File: src/rtl/prse_pkg.sv
`default_nettype none
// -----------------------------------------------------------------------------
// prse_pkg: shared types and constants of the pulse rate and SpO2 estimator
// Beat payloads, configuration set, queue entry and back-end states.
// -----------------------------------------------------------------------------
package prse_pkg;

   localparam int FIELD_W    = 18;
   localparam int TIME_W     = 32;
   localparam int INTERVAL_W = 16;
   localparam int RATE_W     = 8;
   localparam int SPO2_W     = 7;
   localparam int CSR_DATA_W = 32;
   localparam int CSR_ADDR_W = 5;
   localparam int CSR_SEL_W  = 3;
   localparam int QUEUE_DEPTH = 2;

   localparam logic [CSR_SEL_W-1:0] CSR_ENABLE       = 3'd0;
   localparam logic [CSR_SEL_W-1:0] CSR_IR_THRESHOLD = 3'd1;
   localparam logic [CSR_SEL_W-1:0] CSR_MIN_INTERVAL = 3'd2;
   localparam logic [CSR_SEL_W-1:0] CSR_MAX_INTERVAL = 3'd3;
   localparam logic [CSR_SEL_W-1:0] CSR_SIGNAL_FLOOR = 3'd4;

   localparam logic [FIELD_W-1:0]    RST_IR_THRESHOLD = 18'd50000;
   localparam logic [INTERVAL_W-1:0] RST_MIN_INTERVAL = 16'd300;
   localparam logic [INTERVAL_W-1:0] RST_MAX_INTERVAL = 16'd3000;
   localparam logic [FIELD_W-1:0]    RST_SIGNAL_FLOOR = 18'd1000;

   localparam logic [INTERVAL_W-1:0] MS_PER_MINUTE = 16'd60000;
   localparam logic [SPO2_W-1:0]     SPO2_OFFSET   = 7'd110;
   localparam logic [4:0]            SPO2_SLOPE    = 5'd25;
   localparam logic [SPO2_W-1:0]     SPO2_MIN      = 7'd70;
   localparam logic [SPO2_W-1:0]     SPO2_MAX      = 7'd100;
   localparam logic [SPO2_W-1:0]     SPO2_Q_LOW    = SPO2_OFFSET - SPO2_MIN;
   localparam logic [SPO2_W-1:0]     SPO2_Q_HIGH   = SPO2_OFFSET - SPO2_MAX;

   typedef struct packed {
      logic [FIELD_W-1:0] ir_sample;
      logic [FIELD_W-1:0] red_sample;
      logic [TIME_W-1:0]  time_ms;
   } req_type;

   typedef struct packed {
      logic [RATE_W-1:0] heart_rate_bpm;
      logic [SPO2_W-1:0] spo2_percent;
      logic              beat_accepted;
   } rsp_type;

   typedef struct packed {
      logic                  enable;
      logic [FIELD_W-1:0]    ir_presence_threshold;
      logic [INTERVAL_W-1:0] min_interval_ms;
      logic [INTERVAL_W-1:0] max_interval_ms;
      logic [FIELD_W-1:0]    signal_floor;
   } cfg_type;

   typedef struct packed {
      logic                  accepted;
      logic                  spo2_update;
      logic [INTERVAL_W-1:0] gap;
      logic [FIELD_W-1:0]    ir_sample;
      logic [FIELD_W-1:0]    red_sample;
   } cmd_type;

   typedef enum logic [1:0] {
      BACK_IDLE,
      BACK_RATE,
      BACK_SPO2
   } back_state_type;

endpackage
`default_nettype wire

File: src/rtl/prse_div.sv
`default_nettype none
// -----------------------------------------------------------------------------
// prse_div: restoring unsigned divider
// One quotient bit per cycle; done pulses when quot holds the result.
// -----------------------------------------------------------------------------
module prse_div #(
   parameter int NUM_W = 23,
   parameter int DEN_W = 18
) (
   input  wire logic             clock,
   input  wire logic             reset,
   input  wire logic             start,
   input  wire logic [NUM_W-1:0] num,
   input  wire logic [DEN_W-1:0] den,
   output logic                  done,
   output logic [NUM_W-1:0]      quot
);

   localparam int CNT_W = $clog2(NUM_W);

   logic             busy_ff, busy_in;
   logic             done_ff, done_in;
   logic [CNT_W-1:0] cnt_ff, cnt_in;
   logic [NUM_W-1:0] num_ff, num_in;
   logic [DEN_W-1:0] rem_ff, rem_in;
   logic [DEN_W-1:0] den_ff, den_in;
   logic [DEN_W:0]   rem_sh;
   logic [DEN_W:0]   rem_sub;
   logic             ge;

   assign rem_sh  = {rem_ff, num_ff[NUM_W-1]};
   assign ge      = rem_sh >= {1'b0, den_ff};
   assign rem_sub = rem_sh - {1'b0, den_ff};

   always_comb begin
      busy_in = busy_ff;
      done_in = 1'b0;
      cnt_in  = cnt_ff;
      num_in  = num_ff;
      rem_in  = rem_ff;
      den_in  = den_ff;
      if (start) begin
         busy_in = 1'b1;
         cnt_in  = '0;
         num_in  = num;
         rem_in  = '0;
         den_in  = den;
      end else if (busy_ff) begin
         num_in = {num_ff[NUM_W-2:0], ge};
         rem_in = ge ? rem_sub[DEN_W-1:0] : rem_sh[DEN_W-1:0];
         cnt_in = cnt_ff + 1'b1;
         if (cnt_ff == CNT_W'(NUM_W - 1)) begin
            busy_in = 1'b0;
            done_in = 1'b1;
         end
      end
   end

   always_ff @(posedge clock) begin
      if (reset) begin
         busy_ff <= 1'b0;
         done_ff <= 1'b0;
         cnt_ff  <= '0;
      end else begin
         busy_ff <= busy_in;
         done_ff <= done_in;
         cnt_ff  <= cnt_in;
      end
   end

   always_ff @(posedge clock) begin
      num_ff <= num_in;
      rem_ff <= rem_in;
      den_ff <= den_in;
   end

   assign done = done_ff;
   assign quot = num_ff;

endmodule
`default_nettype wire

File: src/rtl/prse_queue.sv
`default_nettype none
// -----------------------------------------------------------------------------
// prse_queue: short command queue between front and back end
// Register-based FIFO of classified samples.
// -----------------------------------------------------------------------------
module prse_queue (
   input  wire logic              clock,
   input  wire logic              reset,
   input  wire logic              push,
   input  wire prse_pkg::cmd_type data_in,
   output logic                   full,
   input  wire logic              pop,
   output prse_pkg::cmd_type      data_out,
   output logic                   empty
);

   localparam int DEPTH = prse_pkg::QUEUE_DEPTH;
   localparam int PTR_W = (DEPTH > 1) ? $clog2(DEPTH) : 1;
   localparam int CNT_W = $clog2(DEPTH + 1);

   prse_pkg::cmd_type entry_ff [DEPTH];
   logic [PTR_W-1:0]  wr_ptr_ff, wr_ptr_in;
   logic [PTR_W-1:0]  rd_ptr_ff, rd_ptr_in;
   logic [CNT_W-1:0]  count_ff, count_in;
   logic              do_push;
   logic              do_pop;

   assign full     = count_ff == CNT_W'(DEPTH);
   assign empty    = count_ff == '0;
   assign do_push  = push && !full;
   assign do_pop   = pop && !empty;
   assign data_out = entry_ff[rd_ptr_ff];

   always_comb begin
      wr_ptr_in = wr_ptr_ff;
      rd_ptr_in = rd_ptr_ff;
      count_in  = count_ff;
      if (do_push) begin
         wr_ptr_in = (wr_ptr_ff == PTR_W'(DEPTH - 1)) ? '0 : wr_ptr_ff + 1'b1;
      end
      if (do_pop) begin
         rd_ptr_in = (rd_ptr_ff == PTR_W'(DEPTH - 1)) ? '0 : rd_ptr_ff + 1'b1;
      end
      if (do_push && !do_pop) begin
         count_in = count_ff + 1'b1;
      end else if (do_pop && !do_push) begin
         count_in = count_ff - 1'b1;
      end
   end

   always_ff @(posedge clock) begin
      if (reset) begin
         wr_ptr_ff <= '0;
         rd_ptr_ff <= '0;
         count_ff  <= '0;
      end else begin
         wr_ptr_ff <= wr_ptr_in;
         rd_ptr_ff <= rd_ptr_in;
         count_ff  <= count_in;
      end
   end

   always_ff @(posedge clock) begin
      if (do_push) begin
         entry_ff[wr_ptr_ff] <= data_in;
      end
   end

   a_count_bound: assert property (@(posedge clock) disable iff (reset)
      count_ff <= CNT_W'(DEPTH))
      else $error("queue count beyond depth");

endmodule
`default_nettype wire

File: src/rtl/prse_front.sv
`default_nettype none
// -----------------------------------------------------------------------------
// prse_front: sample classifier
// Checks presence and beat interval, keeps the last beat time, queues a command.
// -----------------------------------------------------------------------------
module prse_front #(
   parameter int SAMPLE_W = 18
) (
   input  wire logic              clock,
   input  wire logic              reset,
   input  wire prse_pkg::cfg_type cfg,
   input  wire logic              push,
   input  wire prse_pkg::req_type req_item,
   output logic                   full,
   output logic                   q_push,
   output prse_pkg::cmd_type      q_cmd,
   input  wire logic              q_full
);

   localparam int FW = prse_pkg::FIELD_W;
   localparam int TW = prse_pkg::TIME_W;
   localparam logic [FW-1:0] SMASK = {FW{1'b1}} >> (FW - SAMPLE_W);

   logic [TW-1:0] last_beat_ff, last_beat_in;
   logic [FW-1:0] ir;
   logic [FW-1:0] red;
   logic [TW-1:0] gap;
   logic          accept;
   logic          present;
   logic          in_window;
   logic          rearm;

   assign accept    = push && !q_full;
   assign ir        = req_item.ir_sample & SMASK;
   assign red       = req_item.red_sample & SMASK;
   assign present   = cfg.enable && (ir > cfg.ir_presence_threshold);
   assign gap       = req_item.time_ms - last_beat_ff;
   assign in_window = (gap > TW'(cfg.min_interval_ms)) && (gap < TW'(cfg.max_interval_ms));
   assign rearm     = gap >= TW'(cfg.max_interval_ms);

   always_comb begin
      last_beat_in = last_beat_ff;
      if (accept && present && (in_window || rearm)) begin
         last_beat_in = req_item.time_ms;
      end
   end

   always_ff @(posedge clock) begin
      if (reset) begin
         last_beat_ff <= '0;
      end else begin
         last_beat_ff <= last_beat_in;
      end
   end

   assign full   = q_full;
   assign q_push = accept;

   always_comb begin
      q_cmd.accepted    = present && in_window;
      q_cmd.spo2_update = present && in_window && (red > cfg.signal_floor)
                          && (ir > cfg.signal_floor);
      q_cmd.gap         = gap[prse_pkg::INTERVAL_W-1:0];
      q_cmd.ir_sample   = ir;
      q_cmd.red_sample  = red;
   end

endmodule
`default_nettype wire

File: src/rtl/prse_back.sv
`default_nettype none
// -----------------------------------------------------------------------------
// prse_back: rate and SpO2 evaluation
// Runs the shared divider for 60000/interval and ceil(25*red/ir), holds results.
// -----------------------------------------------------------------------------
module prse_back #(
   parameter int SAMPLE_W = 18
) (
   input  wire logic              clock,
   input  wire logic              reset,
   input  wire logic              q_empty,
   output logic                   q_pop,
   input  wire prse_pkg::cmd_type q_cmd,
   output logic                   empty,
   input  wire logic              pop,
   output prse_pkg::rsp_type      rsp_item
);

   localparam int NUM_W = SAMPLE_W + 5;
   localparam int DEN_W = SAMPLE_W;
   localparam int RW    = prse_pkg::RATE_W;
   localparam int SW    = prse_pkg::SPO2_W;

   prse_pkg::back_state_type state_ff, state_in;
   prse_pkg::cmd_type        cmd_ff, cmd_in;
   prse_pkg::rsp_type        out_data_ff, out_data_in;
   logic [RW-1:0]            rate_ff, rate_in;
   logic [SW-1:0]            sat_ff, sat_in;
   logic                     out_valid_ff, out_valid_in;

   logic             div_start;
   logic [NUM_W-1:0] div_num;
   logic [DEN_W-1:0] div_den;
   logic             div_done;
   logic [NUM_W-1:0] div_quot;
   logic [NUM_W-1:0] spo2_num;
   logic [SW-1:0]    spo2_val;

   prse_div #(
      .NUM_W (NUM_W),
      .DEN_W (DEN_W)
   ) u_div (
      .clock (clock),
      .reset (reset),
      .start (div_start),
      .num   (div_num),
      .den   (div_den),
      .done  (div_done),
      .quot  (div_quot)
   );

   // ceil(25*red/ir) as floor((25*red + ir - 1)/ir)
   assign spo2_num = NUM_W'(cmd_ff.red_sample[SAMPLE_W-1:0]) * NUM_W'(prse_pkg::SPO2_SLOPE)
                     + NUM_W'(cmd_ff.ir_sample[SAMPLE_W-1:0]) - NUM_W'(1);

   always_comb begin
      if (div_quot >= NUM_W'(prse_pkg::SPO2_Q_LOW)) begin
         spo2_val = prse_pkg::SPO2_MIN;
      end else if (div_quot <= NUM_W'(prse_pkg::SPO2_Q_HIGH)) begin
         spo2_val = prse_pkg::SPO2_MAX;
      end else begin
         spo2_val = prse_pkg::SPO2_OFFSET - div_quot[SW-1:0];
      end
   end

   always_comb begin
      state_in     = state_ff;
      cmd_in       = cmd_ff;
      rate_in      = rate_ff;
      sat_in       = sat_ff;
      out_valid_in = out_valid_ff;
      out_data_in  = out_data_ff;
      q_pop        = 1'b0;
      div_start    = 1'b0;
      div_num      = '0;
      div_den      = '0;
      if (pop && out_valid_ff) begin
         out_valid_in = 1'b0;
      end
      unique case (state_ff)
         prse_pkg::BACK_IDLE: begin
            if (!q_empty && !out_valid_ff) begin
               q_pop  = 1'b1;
               cmd_in = q_cmd;
               if (q_cmd.accepted) begin
                  div_start = 1'b1;
                  div_num   = NUM_W'(prse_pkg::MS_PER_MINUTE);
                  div_den   = DEN_W'(q_cmd.gap);
                  state_in  = prse_pkg::BACK_RATE;
               end else begin
                  out_valid_in = 1'b1;
                  out_data_in  = '{heart_rate_bpm: rate_ff, spo2_percent: sat_ff,
                                   beat_accepted: 1'b0};
               end
            end
         end
         prse_pkg::BACK_RATE: begin
            if (div_done) begin
               if (div_quot[NUM_W-1:RW] == '0) begin
                  rate_in = div_quot[RW-1:0];
               end
               if (cmd_ff.spo2_update) begin
                  div_start = 1'b1;
                  div_num   = spo2_num;
                  div_den   = cmd_ff.ir_sample[DEN_W-1:0];
                  state_in  = prse_pkg::BACK_SPO2;
               end else begin
                  out_valid_in = 1'b1;
                  out_data_in  = '{heart_rate_bpm: rate_in, spo2_percent: sat_ff,
                                   beat_accepted: 1'b1};
                  state_in     = prse_pkg::BACK_IDLE;
               end
            end
         end
         prse_pkg::BACK_SPO2: begin
            if (div_done) begin
               sat_in       = spo2_val;
               out_valid_in = 1'b1;
               out_data_in  = '{heart_rate_bpm: rate_ff, spo2_percent: spo2_val,
                                beat_accepted: 1'b1};
               state_in     = prse_pkg::BACK_IDLE;
            end
         end
         default: begin
            state_in = prse_pkg::BACK_IDLE;
         end
      endcase
   end

   always_ff @(posedge clock) begin
      if (reset) begin
         state_ff     <= prse_pkg::BACK_IDLE;
         rate_ff      <= '0;
         sat_ff       <= '0;
         out_valid_ff <= 1'b0;
      end else begin
         state_ff     <= state_in;
         rate_ff      <= rate_in;
         sat_ff       <= sat_in;
         out_valid_ff <= out_valid_in;
      end
   end

   always_ff @(posedge clock) begin
      cmd_ff      <= cmd_in;
      out_data_ff <= out_data_in;
   end

   assign empty    = !out_valid_ff;
   assign rsp_item = out_data_ff;

   a_sat_range: assert property (@(posedge clock) disable iff (reset)
      sat_ff == '0 || (sat_ff >= prse_pkg::SPO2_MIN && sat_ff <= prse_pkg::SPO2_MAX))
      else $error("SpO2 outside clamp range");

   a_done_busy: assert property (@(posedge clock) disable iff (reset)
      div_done |-> state_ff != prse_pkg::BACK_IDLE)
      else $error("divider result with no evaluation pending");

   a_hold_result: assert property (@(posedge clock) disable iff (reset)
      out_valid_ff && !pop |=> out_valid_ff && $stable(out_data_ff))
      else $error("waiting result overwritten");

endmodule
`default_nettype wire

File: src/rtl/pulse_rate_and_spo2_estimator.sv
`default_nettype none
// -----------------------------------------------------------------------------
// pulse_rate_and_spo2_estimator: beat detection, heart rate and SpO2 estimate
// Sample pairs enter a classifier and a two-entry queue; a back end computes
// the rate and saturation with one shared divider. Registers on an APB port.
// -----------------------------------------------------------------------------
// A sample that is not taken as a beat goes through the queue to the result
// ports once the output is free. A beat runs the shared restoring divider,
// one quotient bit per cycle over SAMPLE_BITS+5 bits (SAMPLE_BITS capped at
// 18; 23 at the default width): one division gives the rate, and a second
// one follows for SpO2 when SpO2 is updated too. The back end takes the next
// sample only once the output is free again after the pop, so while a result
// waits the front end fills the two-entry queue and then holds full high.
module pulse_rate_and_spo2_estimator #(
   parameter int SAMPLE_BITS = 18
) (
   input  wire logic                                clock,
   input  wire logic                                reset,
   input  wire logic                                push,
   output logic                                     full,
   input  wire prse_pkg::req_type                   req_item,
   output logic                                     empty,
   input  wire logic                                pop,
   output prse_pkg::rsp_type                        rsp_item,
   input  wire logic                                psel,
   input  wire logic                                penable,
   input  wire logic                                pwrite,
   input  wire logic [prse_pkg::CSR_ADDR_W-1:0]     paddr,
   input  wire logic [prse_pkg::CSR_DATA_W-1:0]     pwdata,
   output logic [prse_pkg::CSR_DATA_W-1:0]          prdata,
   output logic                                     pready
);

   localparam int SAMPLE_W = (SAMPLE_BITS < prse_pkg::FIELD_W) ? SAMPLE_BITS
                                                               : prse_pkg::FIELD_W;
   localparam int DW = prse_pkg::CSR_DATA_W;

   prse_pkg::cfg_type cfg_ff, cfg_in;
   prse_pkg::cmd_type q_in_cmd;
   prse_pkg::cmd_type q_out_cmd;
   logic [prse_pkg::CSR_SEL_W-1:0] csr_sel;
   logic csr_write;
   logic q_push;
   logic q_full;
   logic q_pop;
   logic q_empty;

   assign pready    = 1'b1;
   assign csr_sel   = paddr[prse_pkg::CSR_ADDR_W-1:2];
   assign csr_write = psel && penable && pwrite && pready;

   always_comb begin
      cfg_in = cfg_ff;
      if (csr_write) begin
         unique case (csr_sel)
            prse_pkg::CSR_ENABLE:       cfg_in.enable = pwdata[0];
            prse_pkg::CSR_IR_THRESHOLD: begin
               cfg_in.ir_presence_threshold = pwdata[prse_pkg::FIELD_W-1:0];
            end
            prse_pkg::CSR_MIN_INTERVAL: begin
               cfg_in.min_interval_ms = pwdata[prse_pkg::INTERVAL_W-1:0];
            end
            prse_pkg::CSR_MAX_INTERVAL: begin
               cfg_in.max_interval_ms = pwdata[prse_pkg::INTERVAL_W-1:0];
            end
            prse_pkg::CSR_SIGNAL_FLOOR: begin
               cfg_in.signal_floor = pwdata[prse_pkg::FIELD_W-1:0];
            end
            default: ;
         endcase
      end
   end

   always_comb begin
      unique case (csr_sel)
         prse_pkg::CSR_ENABLE:       prdata = DW'(cfg_ff.enable);
         prse_pkg::CSR_IR_THRESHOLD: prdata = DW'(cfg_ff.ir_presence_threshold);
         prse_pkg::CSR_MIN_INTERVAL: prdata = DW'(cfg_ff.min_interval_ms);
         prse_pkg::CSR_MAX_INTERVAL: prdata = DW'(cfg_ff.max_interval_ms);
         prse_pkg::CSR_SIGNAL_FLOOR: prdata = DW'(cfg_ff.signal_floor);
         default:                    prdata = '0;
      endcase
   end

   always_ff @(posedge clock) begin
      if (reset) begin
         cfg_ff.enable                <= 1'b1;
         cfg_ff.ir_presence_threshold <= prse_pkg::RST_IR_THRESHOLD;
         cfg_ff.min_interval_ms       <= prse_pkg::RST_MIN_INTERVAL;
         cfg_ff.max_interval_ms       <= prse_pkg::RST_MAX_INTERVAL;
         cfg_ff.signal_floor          <= prse_pkg::RST_SIGNAL_FLOOR;
      end else begin
         cfg_ff <= cfg_in;
      end
   end

   prse_front #(
      .SAMPLE_W (SAMPLE_W)
   ) u_front (
      .clock    (clock),
      .reset    (reset),
      .cfg      (cfg_ff),
      .push     (push),
      .req_item (req_item),
      .full     (full),
      .q_push   (q_push),
      .q_cmd    (q_in_cmd),
      .q_full   (q_full)
   );

   prse_queue u_queue (
      .clock    (clock),
      .reset    (reset),
      .push     (q_push),
      .data_in  (q_in_cmd),
      .full     (q_full),
      .pop      (q_pop),
      .data_out (q_out_cmd),
      .empty    (q_empty)
   );

   prse_back #(
      .SAMPLE_W (SAMPLE_W)
   ) u_back (
      .clock    (clock),
      .reset    (reset),
      .q_empty  (q_empty),
      .q_pop    (q_pop),
      .q_cmd    (q_out_cmd),
      .empty    (empty),
      .pop      (pop),
      .rsp_item (rsp_item)
   );

endmodule
`default_nettype wire

File: config.mk
export PLATFORM = sky130hd
export DESIGN_NAME = pulse_rate_and_spo2_estimator
export DESIGN_NICKNAME = d
export VERILOG_FILES = /design/src/rtl/prse_pkg.sv /design/src/rtl/prse_div.sv /design/src/rtl/prse_queue.sv /design/src/rtl/prse_front.sv /design/src/rtl/prse_back.sv /design/src/rtl/pulse_rate_and_spo2_estimator.sv
export SDC_FILE = /design/constraint.sdc
export NUM_CORES = 1
export LEC_CHECK = 0
export BUFFER_PORTS_ARGS = -buffer_cell sky130_fd_sc_hd__buf_2
export CAP_MARGIN = 20
export CORE_AREA = 2 2 236 331
export DETAILED_ROUTE_END_ITERATION = 8
export DIE_AREA = 0 0 238 333
export SYNTH_ARGS = -nofsm -noshare
export SYNTH_HDL_FRONTEND = slang
export SYNTH_SLANG_ARGS = --single-unit
File: constraint.sdc
create_clock -name clock -period 9.1 [get_ports clock]
set_clock_uncertainty 0.05 [all_clocks]
set_input_delay 0.455 -clock clock [delete_from_list [all_inputs] [get_ports clock]]
set_output_delay 0.455 -clock clock [all_outputs]
set_load 0.03 [all_outputs]
==> reports/summary.txt <==
Outcome = finished clean
Via count = 17,809
CTS Buf Count = 38
Data arrival time of the worst path = 6.15 ns
RSZ-0062 raised after global routing = no
Rows = 120
Minimum clock period = 5.82 ns
Post-synth EDFFs = 202
Tcrit/Tclk final = 64.0%
PD cells = 410 nW/um^2
PnR worst setup slack = 3.28 ns
Max incr delay on CP = 0.70 ns
Post-route DRC violation count = 0
Area delta synth->final = 12.0%
Cell count after synthesis = 2,435
Core ar. = 76,300 sq um
Mapped cell area = 22,700 sq um
All-Layer GR Usage = 16.0%
H-tree levels = 2
Place WS = 2.84 ns
IO buf count = 131
CP Launch Type = flop
Detailed Route WL = 64.1 mm
Gr ovfl total = 0
VDD IR max = 0.261 mV
Clock Pin Slew Worst Setup and Hold Paths = 0.06 ns
Vias per std cell = 5.06
Die area = 79,300 sq um
Max Clk Rate = 0.172 GHz
Fraction of layout instances using a drive strength above 1 = 12.2%
CP top delay family = simple AND/OR/NAND/NOR gates
Cell variety after synth = 88
Hold Crit Class = input port to flop
Final instance area = 25,500 sq um
Max_cap viols = 0
HPWL Detailed = 49.0 mm
Worst Setup End Kind = flop
First DRT Iteration DRCs = 844
CP Buf/Inv Count = 0
Pleak = 0.0101 uW
Final Hold Vio Count = 0
Num ports = 163
Ys Warns = 0
First-pass GRT wire length = 98.6 mm
Asr flop ratio synth = 0%
Critical Path, Cell by Cell = ha_1, fa_1, nand2b_1, a21o_1, a21oi_2, nor2_1, o21ai_0, xor2_1, ha_1, nand4_1, or4_1, a21o_1, nand3_1, or4_1, nand4bb_1, nor4b_2, nand4_1, nor4_2, nor4b_2
Clk buf depth = 3
Commonest non-fill, non-tap cells in the layout = nand2_1 (289), inv_1 (281), ha_1 (214)
Crit Path Class = flop to flop
1st-pass router iterations = 5
Critical path fanouts, max = 8
Worst-Skew Late Latency = 0.57 ns
Chip width = 238 um
Worst Tran Pin Value = 1.01 ns
TritonCTS clock tree = yes
#FFs+latches synth = 351
Post-layout nets = 2,866
Root Buffer = clkbuf_16
Max Slew Vio Count = 0
Vias in the first global route = 17,653
Syn Area/Cell = 9.34 sq um
CTS Sinks = 351
Post-synthesis sequential area ratio = 39.8%
Placer Congestion = 0.919
Largest net degree at the start of global routing = 91
CP required = 9.43 ns
Starting density of the core = 29.8%
Initial antenna violation count = 18
Slowest stage cell on the critical path = nor4_2
Die Ht = 333 um
Area post-placement = 24,300 sq um
Primary FF master, synth = edfxtp_1
Most common cell after layout, fill and taps aside = nand2_1
Relative slew slack = 32.1%
Final antenna-violating net count = 0
Sum of negative setup slack = 0 ns
Setup violators final = 0
Avg WL per Cell = 18.2 um
## final timing paths
path                                start                       to  cells after the start  slack (ns)
setup reg to reg  u_front.last_beat_ff[0]  u_queue.entry_ff[0][52]                     19        3.28
setup / recovery  u_front.last_beat_ff[0]  u_queue.entry_ff[0][52]                     19        3.28
hold / removal               req_item[43]  u_queue.entry_ff[1][11]                      1        0.05
hold reg to reg          u_back.sat_ff[5]         u_back.sat_ff[5]                      2        0.41
## synthesized netlist by cell type, drive strengths merged (10+ instances only)
cell type  number  area, sq um
buf            42          263
o311ai         34          523
a21oi         150          754
o21a           24          180
a21o           33          248
or3            11         68.8
nand3          58          290
a22o           10         87.6
o211ai         42          315
o21ai         123          619
mux2           40          450
a211oi         13          108
nand2b         20          125
ha            214         2680
mux2i          44          440
a22oi          19          143
nand4          39          250
o22ai          17          106
clkbuf         92          345
fa             33          661
xnor2          30          263
nor2b          22          138
inv           282         1060
nor4           11         75.1
nand2         289         1080
and3           14         87.6
a31oi          48          300
nor2          106          400
nor3           87          440
dfxtp         149         2980
edfxtp        202         6070
xor2           27          236
## final cells by class
cell class,instances,area [sq um]
diodes,8,20.0
clock buffers,52,1050
clock inverters,14,109
fillers,7865,50800
inverters,282,1060
multi-input cells,1681,12100
flip-flops and latches,351,9050
well taps,976,1220
repair buffers,153,853
## cell families (layout without fill, tap and decap cells)
group           count (synthesis)  after routing  share of synthesized area (%)
fa+ha+maj                     247            247                           14.7
xor+xnor                       57             57                           2.19
simple gates                  698            698                           14.5
flops                         351            351                           39.8
other cells                     2             23                         0.0330
buf+inv                       416            501                           7.33
mux                            84             84                           3.92
compound gates                580            580                           17.6
## state kept, by name, indices dropped and copies added (netlist names), named ones only
signal,cells
u_back.u_div.busy_ff,1
u_queue.rd_ptr_ff,1
u_back.u_div.quot,23
cfg_ff,69
u_queue.count_ff,2
u_queue.entry_ff,108
u_back.u_div.rem_ff,18
u_back.rate_ff,8
u_back.state_ff,2
u_back.u_div.den_ff,18
u_back.u_div.cnt_ff,5
u_back.rsp_item,16
u_queue.wr_ptr_ff,1
u_front.last_beat_ff,32
u_back.out_valid_ff,1
u_back.cmd_ff,37
u_back.sat_ff,7
u_back.u_div.done,1
## routing by layer
metal  GRT usage, %  up-vias  wire (um)
met5              0        -         40
met4           9.20        6       3810
met3           2.03      148       2550
met2           29.5      393      33300
met1           17.5     8432      24500
li1               -     8830          -
## per-stage QoR
step / utilization, % / total power, uW / hold slack, ns / cells
final: 33.4 / 10400 / 0.0541 / 3517
after global routing: 33.4 / 11600 / 0.0300 / 3513
after CTS: 33.3 / 10500 / 0.0179 / 3507
after detailed placement: 31.8 / 9000 / 0.398 / 3440
after global placement: 31.8 / 8940 / 0.392 / 3440
after floorplan: - / 7530 / 0.386 / 2448
## power by group
part           leakage, uW  switching [uW]  internal (uW)
Clock             0.000570             646            842
Combinational      0.00645            3860           2730
Sequential         0.00311             205           2170
## repair_timing
item	in CTS	in global routing
buffers inserted	0	0
gates resized for setup	0	0
endpoints found under the hold margin	2	0
hold buffers	1	0
Note: power is estimated with default switching activity, not from simulation.
